File: config.mk
export PLATFORM = sky130hd
export DESIGN_NAME = lin_master_frame_engine_core
export DESIGN_NICKNAME = d
export VERILOG_FILES = /design/src/hdl/lmfe_pkg.sv /design/src/hdl/lmfe_ram.sv /design/src/hdl/lmfe_front.sv /design/src/hdl/lmfe_desc_fifo.sv /design/src/hdl/lmfe_back.sv /design/src/hdl/lin_master_frame_engine_core.sv
export SDC_FILE = /design/constraint.sdc
export NUM_CORES = 1
export LEC_CHECK = 0
export ABC_AREA = 1
export BUFFER_PORTS_ARGS = -buffer_cell sky130_fd_sc_hd__buf_2
export CAP_MARGIN = 20
export CORE_UTILIZATION = 54
export CTS_BUF_LIST = sky130_fd_sc_hd__clkbuf_16
export DETAILED_ROUTE_END_ITERATION = 7
export PLACE_DENSITY = 0.75
export REMOVE_ABC_BUFFERS = 1
export SLEW_MARGIN = 20
export SYNTH_ARGS = -nofsm -noshare
export SYNTH_HDL_FRONTEND = slang
export SYNTH_SLANG_ARGS = --single-unit
File: constraint.sdc
create_clock -name clk -period 4 [get_ports clk]
set_clock_uncertainty 0.2 [all_clocks]
set_input_delay 0.8 -clock clk [delete_from_list [all_inputs] [get_ports clk]]
set_output_delay 0.8 -clock clk [all_outputs]
set_load 0.01 [all_outputs]
File: src/hdl/lmfe_pkg.sv
// Shared types, constants and functions of the LIN master frame engine.
// No dependencies; used by every module of the block but lmfe_ram.
package lmfe_pkg;

  localparam int ID_W    = 6;
  localparam int BYTE_W  = 8;
  localparam int DATA_W  = 64;
  localparam int LEN_W   = 4;
  localparam int MASK_W  = 64;

  // Stream widths: input {rx_byte, req_id}, output {len, data, id, tx}
  localparam int IN_DATA_W  = 16;
  localparam int OUT_DATA_W = 88;
  localparam int OUT_PAD_W  = OUT_DATA_W - (BYTE_W + ID_W + DATA_W + LEN_W);

  localparam int QUEUE_DEPTH_DEF = 8;

  // Descriptor queue between front and back
  localparam int DESC_DEPTH = 2;
  localparam int DESC_PW    = 1;
  localparam int DESC_CW    = 2;

  // Header bytes
  localparam logic [BYTE_W-1:0] HDR_BREAK = 8'h00;
  localparam logic [BYTE_W-1:0] HDR_SYNC  = 8'h55;

  // Input item kinds
  localparam logic ACT_REQUEST = 1'b0;
  localparam logic ACT_RX_BYTE = 1'b1;

  // Result kinds
  localparam logic KIND_HEADER = 1'b0;
  localparam logic KIND_FRAME  = 1'b1;

  // Result sequencer steps of the back end
  typedef enum logic [1:0] {
    STEP_FRAME,
    STEP_BREAK,
    STEP_SYNC,
    STEP_PID
  } lmfe_step_t;

  // Work handed from front to back: an optional frame, then an optional header
  typedef struct packed {
    logic              frame_ok;
    logic [ID_W-1:0]   frame_id;
    logic [DATA_W-1:0] frame_data;
    logic [LEN_W-1:0]  data_len;
    logic              hdr_ok;
    logic [ID_W-1:0]   hdr_id;
  } lmfe_desc_t;

  // Response length selected by the two low ID bits
  function automatic logic [LEN_W-1:0] len_of(input logic [ID_W-1:0] id);
    logic [LEN_W-1:0] len;
    case (id[1:0])
      2'd3:    len = 4'd8;
      2'd2:    len = 4'd4;
      default: len = 4'd2;
    endcase
    return len;
  endfunction

  // Protected identifier: ID in bits 7:2, parity P1 in bit 1, P0 in bit 0
  function automatic logic [BYTE_W-1:0] protected_id(input logic [ID_W-1:0] id);
    logic p1;
    logic p0;
    p1 = id[5] ^ id[4] ^ id[3] ^ id[1];
    p0 = id[4] ^ id[2] ^ id[1] ^ id[0];
    return {id, p1, p0};
  endfunction

endpackage

File: src/hdl/lmfe_ram.sv
// Generic single-write, single-read RAM with registered read data.
// No dependencies.
module lmfe_ram #(
  parameter int WIDTH = 8,
  parameter int DEPTH = 8
) (
  input  logic                                   clk,
  input  logic                                   wr_en,
  input  logic [(DEPTH > 1 ? $clog2(DEPTH) : 1)-1:0] wr_addr,
  input  logic [WIDTH-1:0]                       wr_data,
  input  logic [(DEPTH > 1 ? $clog2(DEPTH) : 1)-1:0] rd_addr,
  output logic [WIDTH-1:0]                       rd_data
);

  logic [WIDTH-1:0] mem [DEPTH];
  logic [WIDTH-1:0] rd_data_r;

  // Write port and read-first registered read
  always_ff @(posedge clk) begin
    if (wr_en) begin
      mem[wr_addr] <= wr_data;
    end
    rd_data_r <= mem[rd_addr];
  end

  assign rd_data = rd_data_r;

endmodule

File: src/hdl/lmfe_front.sv
// Front end: accepts requests and bus bytes, keeps the request queue and
// frame state, and hands result descriptors to the back end. Uses lmfe_pkg, lmfe_ram.
module lmfe_front #(
  parameter int QUEUE_DEPTH = lmfe_pkg::QUEUE_DEPTH_DEF
) (
  input  logic                           clk,
  input  logic                           rst_n,
  input  logic                           cfg_we,
  input  logic [lmfe_pkg::MASK_W-1:0]    cfg_wdata,
  input  logic                           fire,
  input  logic                           action,
  input  logic [lmfe_pkg::ID_W-1:0]      req_id,
  input  logic [lmfe_pkg::BYTE_W-1:0]    rx_byte,
  output logic                           desc_push,
  output lmfe_pkg::lmfe_desc_t           desc
);

  localparam int IW = (QUEUE_DEPTH > 1) ? $clog2(QUEUE_DEPTH) : 1;
  localparam int CW = $clog2(QUEUE_DEPTH + 1);
  localparam int SW = ((IW > CW) ? IW : CW) + 1;
  localparam int ID_W = lmfe_pkg::ID_W;
  localparam int BYTE_W = lmfe_pkg::BYTE_W;
  localparam int DATA_W = lmfe_pkg::DATA_W;
  localparam int LEN_W = lmfe_pkg::LEN_W;

  logic [lmfe_pkg::MASK_W-1:0] mask_r;
  logic [IW-1:0]     head_r, head_nxt;
  logic [CW-1:0]     count_r, count_nxt;
  logic              busy_r, busy_nxt;
  logic [ID_W-1:0]   cur_id_r, cur_id_nxt;
  logic [LEN_W-1:0]  bytes_r, bytes_nxt;
  logic [DATA_W-1:0] data_r, data_nxt;
  logic [BYTE_W-1:0] sum_r, sum_nxt;
  logic              byp_r;
  logic [ID_W-1:0]   byp_data_r;

  logic [SW-1:0]     tail_sum;
  logic [IW-1:0]     tail;
  logic [IW-1:0]     head_inc;
  logic              wr_en;
  logic [ID_W-1:0]   ram_rdata;
  logic [ID_W-1:0]   head_id;
  logic [LEN_W-1:0]  cur_len;

  // Queue positions
  assign tail_sum = SW'(head_r) + SW'(count_r);
  assign tail     = (tail_sum >= SW'(QUEUE_DEPTH)) ? IW'(tail_sum - SW'(QUEUE_DEPTH))
                                                   : IW'(tail_sum);
  assign head_inc = (head_r == IW'(QUEUE_DEPTH - 1)) ? '0 : head_r + 1'b1;

  // Request queue storage, read address follows the next head
  lmfe_ram #(
    .WIDTH (ID_W),
    .DEPTH (QUEUE_DEPTH)
  ) u_queue_ram (
    .clk     (clk),
    .wr_en   (wr_en),
    .wr_addr (tail),
    .wr_data (req_id),
    .rd_addr (head_nxt),
    .rd_data (ram_rdata)
  );

  // Forward a write that hit the head address in the same cycle
  assign head_id = byp_r ? byp_data_r : ram_rdata;
  assign cur_len = lmfe_pkg::len_of(cur_id_r);

  // Classify the item and update frame state
  always_comb begin
    head_nxt   = head_r;
    count_nxt  = count_r;
    busy_nxt   = busy_r;
    cur_id_nxt = cur_id_r;
    bytes_nxt  = bytes_r;
    data_nxt   = data_r;
    sum_nxt    = sum_r;
    wr_en      = 1'b0;
    desc       = '0;
    if (fire) begin
      if (action == lmfe_pkg::ACT_REQUEST) begin
        if (mask_r[req_id] && (count_r < CW'(QUEUE_DEPTH))) begin
          if (!busy_r) begin
            // idle means the queue is empty: start this ID at once
            busy_nxt    = 1'b1;
            cur_id_nxt  = req_id;
            bytes_nxt   = '0;
            data_nxt    = '0;
            sum_nxt     = '0;
            desc.hdr_ok = 1'b1;
            desc.hdr_id = req_id;
          end else begin
            wr_en     = 1'b1;
            count_nxt = count_r + 1'b1;
          end
        end
      end else if (busy_r) begin
        if (bytes_r < cur_len) begin
          // collect a data byte into its lane
          for (int l = 0; l < 8; l++) begin
            if (bytes_r[2:0] == 3'(l)) begin
              data_nxt[l*BYTE_W +: BYTE_W] = rx_byte;
            end
          end
          sum_nxt   = sum_r + rx_byte;
          bytes_nxt = bytes_r + 1'b1;
        end else begin
          // checksum byte: emit on match, then go idle
          if (sum_r == rx_byte) begin
            desc.frame_ok   = 1'b1;
            desc.frame_id   = cur_id_r;
            desc.frame_data = data_r;
            desc.data_len   = cur_len;
          end
          busy_nxt  = 1'b0;
          bytes_nxt = '0;
          data_nxt  = '0;
          sum_nxt   = '0;
          // start the next queued ID
          if (count_r != '0) begin
            head_nxt    = head_inc;
            count_nxt   = count_r - 1'b1;
            busy_nxt    = 1'b1;
            cur_id_nxt  = head_id;
            desc.hdr_ok = 1'b1;
            desc.hdr_id = head_id;
          end
        end
      end
    end
    desc_push = desc.frame_ok | desc.hdr_ok;
  end

  // State registers
  always_ff @(posedge clk) begin
    if (!rst_n) begin
      mask_r   <= '0;
      head_r   <= '0;
      count_r  <= '0;
      busy_r   <= 1'b0;
      cur_id_r <= '0;
      bytes_r  <= '0;
      data_r   <= '0;
      sum_r    <= '0;
      byp_r    <= 1'b0;
    end else begin
      if (cfg_we) begin
        mask_r <= cfg_wdata;
      end
      head_r   <= head_nxt;
      count_r  <= count_nxt;
      busy_r   <= busy_nxt;
      cur_id_r <= cur_id_nxt;
      bytes_r  <= bytes_nxt;
      data_r   <= data_nxt;
      sum_r    <= sum_nxt;
      byp_r    <= wr_en && (tail == head_nxt);
    end
  end

  // Bypass data needs no reset
  always_ff @(posedge clk) begin
    byp_data_r <= req_id;
  end

endmodule

File: src/hdl/lmfe_desc_fifo.sv
// Short descriptor queue between front and back end.
// Uses lmfe_pkg.
module lmfe_desc_fifo (
  input  logic                 clk,
  input  logic                 rst_n,
  input  logic                 push,
  input  lmfe_pkg::lmfe_desc_t push_desc,
  output logic                 full,
  input  logic                 pop,
  output logic                 valid,
  output lmfe_pkg::lmfe_desc_t pop_desc
);

  localparam int PW = lmfe_pkg::DESC_PW;
  localparam int CW = lmfe_pkg::DESC_CW;

  lmfe_pkg::lmfe_desc_t entry_r [lmfe_pkg::DESC_DEPTH];
  logic [PW-1:0] wr_ptr_r, rd_ptr_r;
  logic [CW-1:0] count_r;
  logic          do_push, do_pop;

  assign full     = (count_r == CW'(lmfe_pkg::DESC_DEPTH));
  assign valid    = (count_r != '0);
  assign pop_desc = entry_r[rd_ptr_r];
  assign do_push  = push && !full;
  assign do_pop   = pop && valid;

  // Advance pointers and count
  always_ff @(posedge clk) begin
    if (!rst_n) begin
      wr_ptr_r <= '0;
      rd_ptr_r <= '0;
      count_r  <= '0;
    end else begin
      if (do_push) begin
        wr_ptr_r <= wr_ptr_r + 1'b1;
      end
      if (do_pop) begin
        rd_ptr_r <= rd_ptr_r + 1'b1;
      end
      count_r <= count_r + CW'(do_push) - CW'(do_pop);
    end
  end

  // Hold the entries
  always_ff @(posedge clk) begin
    if (do_push) begin
      entry_r[wr_ptr_r] <= push_desc;
    end
  end

endmodule

File: src/hdl/lmfe_back.sv
// Back end: walks each descriptor and drives one result per cycle into
// the output register unless a low out_tready stalls it. Uses lmfe_pkg.
module lmfe_back (
  input  logic                              clk,
  input  logic                              rst_n,
  input  logic                              q_valid,
  input  lmfe_pkg::lmfe_desc_t              q_desc,
  output logic                              q_pop,
  output logic                              out_tvalid,
  input  logic                              out_tready,
  output logic [lmfe_pkg::OUT_DATA_W-1:0]   out_tdata,
  output logic                              out_tuser,
  output logic                              out_tlast
);

  lmfe_pkg::lmfe_step_t step_r, step_nxt;
  lmfe_pkg::lmfe_desc_t cur_r, cur_nxt;
  logic cur_valid_r, cur_valid_nxt;
  logic out_valid_r, out_valid_nxt;
  logic out_kind_r, out_kind_nxt;
  logic out_last_r, out_last_nxt;
  logic [lmfe_pkg::OUT_DATA_W-1:0] out_data_r, out_data_nxt;
  logic load;
  logic finish;

  assign load = !out_valid_r || out_tready;

  // Sequence results and refill from the queue
  always_comb begin
    step_nxt      = step_r;
    cur_nxt       = cur_r;
    cur_valid_nxt = cur_valid_r;
    out_valid_nxt = out_valid_r && !out_tready;
    out_kind_nxt  = out_kind_r;
    out_last_nxt  = out_last_r;
    out_data_nxt  = out_data_r;
    finish        = 1'b0;
    q_pop         = 1'b0;
    if (load && cur_valid_r) begin
      out_valid_nxt = 1'b1;
      out_kind_nxt  = lmfe_pkg::KIND_HEADER;
      out_last_nxt  = 1'b0;
      out_data_nxt  = '0;
      case (step_r)
        lmfe_pkg::STEP_FRAME: begin
          out_kind_nxt = lmfe_pkg::KIND_FRAME;
          out_data_nxt = {{lmfe_pkg::OUT_PAD_W{1'b0}}, cur_r.data_len, cur_r.frame_data,
                          cur_r.frame_id, lmfe_pkg::BYTE_W'(0)};
          out_last_nxt = !cur_r.hdr_ok;
          if (cur_r.hdr_ok) begin
            step_nxt = lmfe_pkg::STEP_BREAK;
          end else begin
            finish = 1'b1;
          end
        end
        lmfe_pkg::STEP_BREAK: begin
          out_data_nxt[lmfe_pkg::BYTE_W-1:0] = lmfe_pkg::HDR_BREAK;
          step_nxt = lmfe_pkg::STEP_SYNC;
        end
        lmfe_pkg::STEP_SYNC: begin
          out_data_nxt[lmfe_pkg::BYTE_W-1:0] = lmfe_pkg::HDR_SYNC;
          step_nxt = lmfe_pkg::STEP_PID;
        end
        lmfe_pkg::STEP_PID: begin
          out_data_nxt[lmfe_pkg::BYTE_W-1:0] = lmfe_pkg::protected_id(cur_r.hdr_id);
          out_last_nxt = 1'b1;
          finish = 1'b1;
        end
        default: begin
          finish = 1'b1;
        end
      endcase
    end
    if (!cur_valid_r || finish) begin
      q_pop         = q_valid;
      cur_valid_nxt = q_valid;
      if (q_valid) begin
        cur_nxt  = q_desc;
        step_nxt = q_desc.frame_ok ? lmfe_pkg::STEP_FRAME : lmfe_pkg::STEP_BREAK;
      end
    end
  end

  // Control registers
  always_ff @(posedge clk) begin
    if (!rst_n) begin
      step_r      <= lmfe_pkg::STEP_FRAME;
      cur_valid_r <= 1'b0;
      out_valid_r <= 1'b0;
    end else begin
      step_r      <= step_nxt;
      cur_valid_r <= cur_valid_nxt;
      out_valid_r <= out_valid_nxt;
    end
  end

  // Payload registers
  always_ff @(posedge clk) begin
    cur_r      <= cur_nxt;
    out_kind_r <= out_kind_nxt;
    out_last_r <= out_last_nxt;
    out_data_r <= out_data_nxt;
  end

  assign out_tvalid = out_valid_r;
  assign out_tdata  = out_data_r;
  assign out_tuser  = out_kind_r;
  assign out_tlast  = out_last_r;

endmodule

File: src/hdl/lin_master_frame_engine_core.sv
// LIN master frame engine, top level.
// Uses lmfe_pkg, lmfe_front, lmfe_desc_fifo and lmfe_back.
//
// Usage:
//   Input stream carries frame requests (in_tuser = 0, ID in in_tdata[5:0])
//   and bytes read back from the bus (in_tuser = 1, byte in in_tdata[13:6]).
//   A request whose bit is set in the accept mask is queued; the engine sends
//   break, sync and protected-ID header bytes, then collects 2/2/4/8 data
//   bytes (by ID[1:0]) and a checksum byte, and reports the frame on a match.
//   The output stream carries header bytes (out_tuser = 0) and received frames
//   (out_tuser = 1); out_tlast marks the final result caused by one request.
//   cfg_we with cfg_wdata writes the 64-bit accept mask; write only while idle.
// Timing:
//   The front takes one request per cycle while its two-entry descriptor queue
//   has room. Results pass the descriptor queue, the current-descriptor and
//   output registers, then leave one per cycle while out_tready is high; a
//   request ending a frame and starting the next yields up to four results.
// Reset (rst_n low at a clock edge): accept mask cleared, request queue empty,
//   engine idle, no result pending.
// Stall: the output register holds its result while out_tready is low; the back
//   end waits, the descriptor queue fills and in_tready falls.
module lin_master_frame_engine_core #(
  parameter int QUEUE_DEPTH = lmfe_pkg::QUEUE_DEPTH_DEF
) (
  input  logic                              clk,
  input  logic                              rst_n,
  // configuration
  input  logic                              cfg_we,
  input  logic [lmfe_pkg::MASK_W-1:0]       cfg_wdata,
  // request stream
  input  logic                              in_tvalid,
  output logic                              in_tready,
  input  logic [lmfe_pkg::IN_DATA_W-1:0]    in_tdata,   // req_id[5:0], rx_byte[13:6], 0
  input  logic                              in_tuser,   // action
  // result stream
  output logic                              out_tvalid,
  input  logic                              out_tready,
  output logic [lmfe_pkg::OUT_DATA_W-1:0]   out_tdata,  // tx_byte[7:0], frame_id[13:8],
                                                        // frame_data[77:14],
                                                        // data_len[81:78], 0
  output logic                              out_tuser,  // kind
  output logic                              out_tlast   // last
);

  lmfe_pkg::lmfe_desc_t push_desc, pop_desc;
  logic desc_push, desc_pop, desc_full, desc_valid;
  logic fire;

  assign in_tready = !desc_full;
  assign fire      = in_tvalid && in_tready;

  // Classify requests and track the frame
  lmfe_front #(
    .QUEUE_DEPTH (QUEUE_DEPTH)
  ) u_front (
    .clk       (clk),
    .rst_n     (rst_n),
    .cfg_we    (cfg_we),
    .cfg_wdata (cfg_wdata),
    .fire      (fire),
    .action    (in_tuser),
    .req_id    (in_tdata[lmfe_pkg::ID_W-1:0]),
    .rx_byte   (in_tdata[lmfe_pkg::ID_W +: lmfe_pkg::BYTE_W]),
    .desc_push (desc_push),
    .desc      (push_desc)
  );

  // Decouple front and back
  lmfe_desc_fifo u_desc_fifo (
    .clk       (clk),
    .rst_n     (rst_n),
    .push      (desc_push),
    .push_desc (push_desc),
    .full      (desc_full),
    .pop       (desc_pop),
    .valid     (desc_valid),
    .pop_desc  (pop_desc)
  );

  // Emit results
  lmfe_back u_back (
    .clk        (clk),
    .rst_n      (rst_n),
    .q_valid    (desc_valid),
    .q_desc     (pop_desc),
    .q_pop      (desc_pop),
    .out_tvalid (out_tvalid),
    .out_tready (out_tready),
    .out_tdata  (out_tdata),
    .out_tuser  (out_tuser),
    .out_tlast  (out_tlast)
  );

endmodule

==> impl_metrics.xml <==
<?xml version="1.0" encoding="UTF-8"?>
<metrics>
  <group name="synthesis">
    <metric name="syn_area" unit="um2">22250</metric>
    <metric name="yosysWarnings" unit="">0</metric>
    <metric name="synth_seq_cells" unit="">549</metric>
    <metric name="synthesis.area_per_instance" unit="um2">10.01</metric>
    <metric name="async_reset_ff_share" unit="%">0</metric>
    <metric name="synth-main-ff-cell" unit="">sky130_fd_sc_hd__edfxtp_1</metric>
    <metric name="number_of_enable_flip_flop_cells_after_synthesis" unit="">373</metric>
    <metric name="synth_cell_types" unit="">48</metric>
    <metric name="synth_seq_area_share" unit="%">66.17</metric>
    <metric name="syn_inst" unit="">2223</metric>
  </group>
  <group name="clocking">
    <metric name="clock-root-buffer" unit="">sky130_fd_sc_hd__clkbuf_16</metric>
    <metric name="postCtsHoldBufs" unit="">0</metric>
    <metric name="cts_num_sinks" unit="">549</metric>
    <metric name="cts_tree" unit="">built</metric>
    <metric name="worst_skew_pair.late_latency" unit="ns">0.60</metric>
    <metric name="cts_resized" unit="">0</metric>
    <metric name="cts.path.max_buffers" unit="">3</metric>
    <metric name="cts-htree-levels" unit="">2</metric>
    <metric name="clkSlewWorstSetupHoldPaths" unit="ns">0.06</metric>
    <metric name="numCtsBuffers" unit="">52</metric>
    <metric name="postCtsSetupRepairBufs" unit="">0</metric>
  </group>
  <group name="global_routing">
    <metric name="grt_usage" unit="%">20.99</metric>
    <metric name="grt_max_degree" unit="">86</metric>
    <metric name="gr-usage-met3" unit="%">3.086</metric>
    <metric name="gr_busiest_metal" unit="">met2</metric>
    <metric name="wire_length_of_the_first_global_routing_pass" unit="um">69700</metric>
    <metric name="grt_pass1_vias" unit="">14406</metric>
    <metric name="groute.layer.met2.usage" unit="%">37.08</metric>
    <metric name="antenna_found_initial" unit="">1</metric>
    <metric name="use_met1" unit="%">25.93</metric>
    <metric name="overflow" unit="">0</metric>
  </group>
  <group name="place">
    <metric name="detailedPlace.worstSlack" unit="ns">0.3216</metric>
    <metric name="placement.io_buffers" unit="">168</metric>
    <metric name="placedInstanceArea" unit="um2">23510</metric>
    <metric name="gp_congestion" unit="">0.8721</metric>
    <metric name="dp_hpwl" unit="um">26390</metric>
  </group>
  <group name="floorplanning">
    <metric name="fp.dieH" unit="um">205</metric>
    <metric name="fp-row-count" unit="">74</metric>
    <metric name="die_w" unit="um">205</metric>
    <metric name="start_util" unit="%">54.62</metric>
    <metric name="floorplan.die_area" unit="um2">42030</metric>
    <metric name="num_io_pins" unit="">178</metric>
    <metric name="floorplan.core_area" unit="um2">40740</metric>
  </group>
  <group name="power_and_ir_drop">
    <metric name="power.density" unit="nW/um2">622.1</metric>
    <metric name="cellLeakagePower" unit="uW">0.01099</metric>
    <metric name="fin_total_pwr" unit="uW">15730</metric>
    <metric name="peakVddDrop" unit="mV">0.4293</metric>
  </group>
  <group name="route">
    <metric name="via_count" unit="">14865</metric>
    <metric name="route.detailed.vias_per_inst" unit="">5.037</metric>
    <metric name="first_iter_violations" unit="">978</metric>
    <metric name="drt-total-wl" unit="um">42780</metric>
    <metric name="routedWlPerCell" unit="um">14.50</metric>
    <metric name="firstDrtPassIters" unit="">8</metric>
    <metric name="route.antenna.remaining_nets" unit="">0</metric>
    <metric name="post-route-drc-count" unit="">0</metric>
  </group>
  <group name="final_layout">
    <metric name="layout_commonest_cell" unit="">sky130_fd_sc_hd__nand2_1</metric>
    <metric name="final_area" unit="um2">25280</metric>
    <metric name="num-nets-final" unit="">2492</metric>
    <metric name="multi_input_comb_area" unit="um2">6155</metric>
    <metric name="seqCellArea" unit="um2">14730</metric>
    <metric name="post_route_cells_drive_above_1_share" unit="%">12.82</metric>
    <metric name="flow.area_growth_from_synthesis" unit="%">13.60</metric>
    <metric name="most-common-layout-cells" unit="">sky130_fd_sc_hd__nand2_1, sky130_fd_sc_hd__edfxtp_1, sky130_fd_sc_hd__nor2_1</metric>
    <metric name="n_fill_cell" unit="">3178</metric>
    <metric name="final_core_util" unit="%">62.05</metric>
  </group>
  <group name="timing">
    <metric name="post-route-period-util" unit="%">79.48</metric>
    <metric name="setup_repair_after_global_routing_missed_its_margin" unit="">false</metric>
    <metric name="worst_pin_slew" unit="ns">0.9557</metric>
    <metric name="timing.final.hold_violations" unit="">0</metric>
    <metric name="final-max-slew-violation-count" unit="">0</metric>
    <metric name="slew_headroom" unit="%">36.20</metric>
    <metric name="setup_viol" unit="">0</metric>
    <metric name="max_clock_freq" unit="MHz">314.5</metric>
    <metric name="final_critical_path_setup_slack" unit="ns">0.8206</metric>
    <metric name="layout_min_cycle_time" unit="ns">3.179</metric>
  </group>
  <group name="min_path">
    <metric name="min_path_cells" unit="">3</metric>
    <metric name="hold_path_end" unit="">u_front.mask_r[57]</metric>
    <metric name="worst_min_delay_path_startpoint" unit="">cfg_wdata[57]</metric>
    <metric name="min-delay-path-class" unit="">in -&gt; reg</metric>
  </group>
  <group name="worst_setup_path">
    <metric name="internal_reg_to_reg_setup_slack" unit="ns">0.82</metric>
    <metric name="timing.rr.start" unit="">u_front.cur_id_r[0]</metric>
    <metric name="worst_ep_arrival_time" unit="ns">3.26</metric>
    <metric name="rr_worst_depth" unit="">12</metric>
    <metric name="timing.critical_path.cells" unit="">inv_1 -&gt; nand2_1 -&gt; ha_1 -&gt; o211ai_1 -&gt; nand2_2 -&gt; clkinv_1 -&gt; nor3_1 -&gt; inv_2 -&gt; nand3_1 -&gt; nand2_1 -&gt; inv_2 -&gt; buf_4</metric>
    <metric name="setup.worst_path.class" unit="">reg -&gt; reg</metric>
    <metric name="critPathMaxStageDelay" unit="ns">0.49</metric>
    <metric name="critical_path_peak_fanout" unit="">13</metric>
    <metric name="critPathLaunchType" unit="">flip-flop</metric>
    <metric name="timing.rr.end" unit="">u_desc_fifo.entry_r[0][59]</metric>
    <metric name="timing.critical_path.to_type" unit="">flip-flop</metric>
    <metric name="cp_data_required_time" unit="ns">4.09</metric>
    <metric name="slowest_stage" unit="">sky130_fd_sc_hd__nor3_1</metric>
  </group>
  <group name="outcome">
    <metric name="status" unit="">finished clean</metric>
  </group>
  <group name="run">
    <metric name="cap_violations" unit="">0</metric>
  </group>
</metrics>
==> cells in the mapped netlist, types with 2 or more instances <==
cell type,instances,area [um2]
sky130_fd_sc_hd__fa_1,3,60.06
sky130_fd_sc_hd__a21oi_1,32,160.2
sky130_fd_sc_hd__clkinv_1,3,11.26
sky130_fd_sc_hd__dfxtp_1,176,3523
sky130_fd_sc_hd__nor3b_1,2,15.01
sky130_fd_sc_hd__o21ai_1,5,25.02
sky130_fd_sc_hd__nand3_2,2,20.02
sky130_fd_sc_hd__o21ai_2,2,17.52
sky130_fd_sc_hd__nor4_1,2,12.51
sky130_fd_sc_hd__or2_2,2,12.51
sky130_fd_sc_hd__nand2_2,4,25.02
sky130_fd_sc_hd__buf_6,13,146.4
sky130_fd_sc_hd__edfxtp_1,373,11200
sky130_fd_sc_hd__nor2_1,372,1396
sky130_fd_sc_hd__o211ai_1,2,15.01
sky130_fd_sc_hd__xnor2_1,5,43.79
sky130_fd_sc_hd__mux2i_1,3,30.03
sky130_fd_sc_hd__clkbuf_1,56,210.2
sky130_fd_sc_hd__buf_4,14,105.1
sky130_fd_sc_hd__xor2_1,12,105.1
sky130_fd_sc_hd__buf_2,8,40.04
sky130_fd_sc_hd__o21bai_1,22,165.2
sky130_fd_sc_hd__ha_1,28,350.3
sky130_fd_sc_hd__o22ai_1,15,93.84
sky130_fd_sc_hd__o21ai_0,110,550.5
sky130_fd_sc_hd__inv_2,7,26.28
sky130_fd_sc_hd__nand3_1,72,360.4
sky130_fd_sc_hd__nand2_1,624,2342
sky130_fd_sc_hd__nor3_1,5,25.02
sky130_fd_sc_hd__buf_1,10,37.54
sky130_fd_sc_hd__nand4_4,8,170.2
sky130_fd_sc_hd__inv_1,215,807.0
==> flip-flops by register name (all words and copies together), names as in the netlist, 2 cells and up, named ones only <==
signal and count:
u_desc_fifo.count_r 2, u_front.bytes_r 4, u_back.cur_r 80, u_front.byp_data_r 6, u_front.u_queue_ram.rd_data 6, u_back.step_r 2, u_front.data_r 64, u_front.head_r 3
u_desc_fifo.entry_r 162, u_front.count_r 4, u_front.cur_id_r 6, u_front.sum_r 8, u_back.out_tdata 81, u_front.u_queue_ram.mem 48, u_front.mask_r 64
==> per-layer routing <==
metal | wire length [um] | vias to the layer above
met5 | 14 | -
met2 | 21350 | 373
met1 | 18050 | 6938
met4 | 1137 | 2
met3 | 2229 | 81
li1 | - | 7471
==> critical path, delay by kind of cell, from the launching register on <==
kind,cells,cell delay [ns]
AND/OR/NAND/NOR,5,0.95
flip-flops,1,0.35
AO/OA/AOI/OAI,1,0.09
adder cells (fa/ha/maj),1,0.28
buffers and inverters,5,1.01
==> where the power goes <==
part / total, uW / leakage (uW) / internal, uW / switching, uW
Sequential: 7700 / 0.00507 / 7430 / 265
Clock: 5020 / 0.000896 / 2960 / 2060
Combinational: 3010 / 0.00503 / 901 / 2110
==> how the worst max path moves through the flow <==
stage	from	to
final	u_front.cur_id_r[0]	u_desc_fifo.entry_r[0][59]
after global routing	u_front.cur_id_r[0]	u_desc_fifo.entry_r[0][60]
after CTS	u_front.cur_id_r[0]	u_desc_fifo.entry_r[0][61]
after detailed placement	in_tdata[0]	u_desc_fifo.entry_r[0][62]
after global placement	in_tdata[0]	u_desc_fifo.entry_r[0][59]
after floorplan	u_back.step_r[0]	u_desc_fifo.count_r[1]
==> logic make-up after synthesis <==
group           count (synthesis)  synth area share [%]
compound gates                192                 4.774
xor+xnor                       17                0.6691
fa+ha+maj                      31                 1.844
buf+inv                       328                 6.286
flops                         549                 66.17
mux                             3                0.1350
other cells                     1               0.01685
simple gates                 1102                 20.11
==> stage by stage <==
stage | cells | setup TNS [ns] | hold WS [ns]
after CTS | 2950 | 0 | 0.2077
after global placement | 2853 | 0 | 0.2255
after detailed placement | 2853 | 0 | 0.2554
final | 2951 | 0 | 0.2309
after global routing | 2950 | 0 | 0.2335
after floorplan | 2128 | -150.37 | 0.2255
==> area by class of cell <==
class / instances / area share, %
tap: 532 / 2.633
clock inverter: 45 / 1.826
antenna: 1 / 0.009899
timing repair buffer: 193 / 4.375
sequential: 549 / 58.25
inverter: 227 / 3.410
multi-input combinational: 1352 / 24.35
clock buffer: 52 / 5.148
Note: power is estimated with default switching activity, not from simulation.
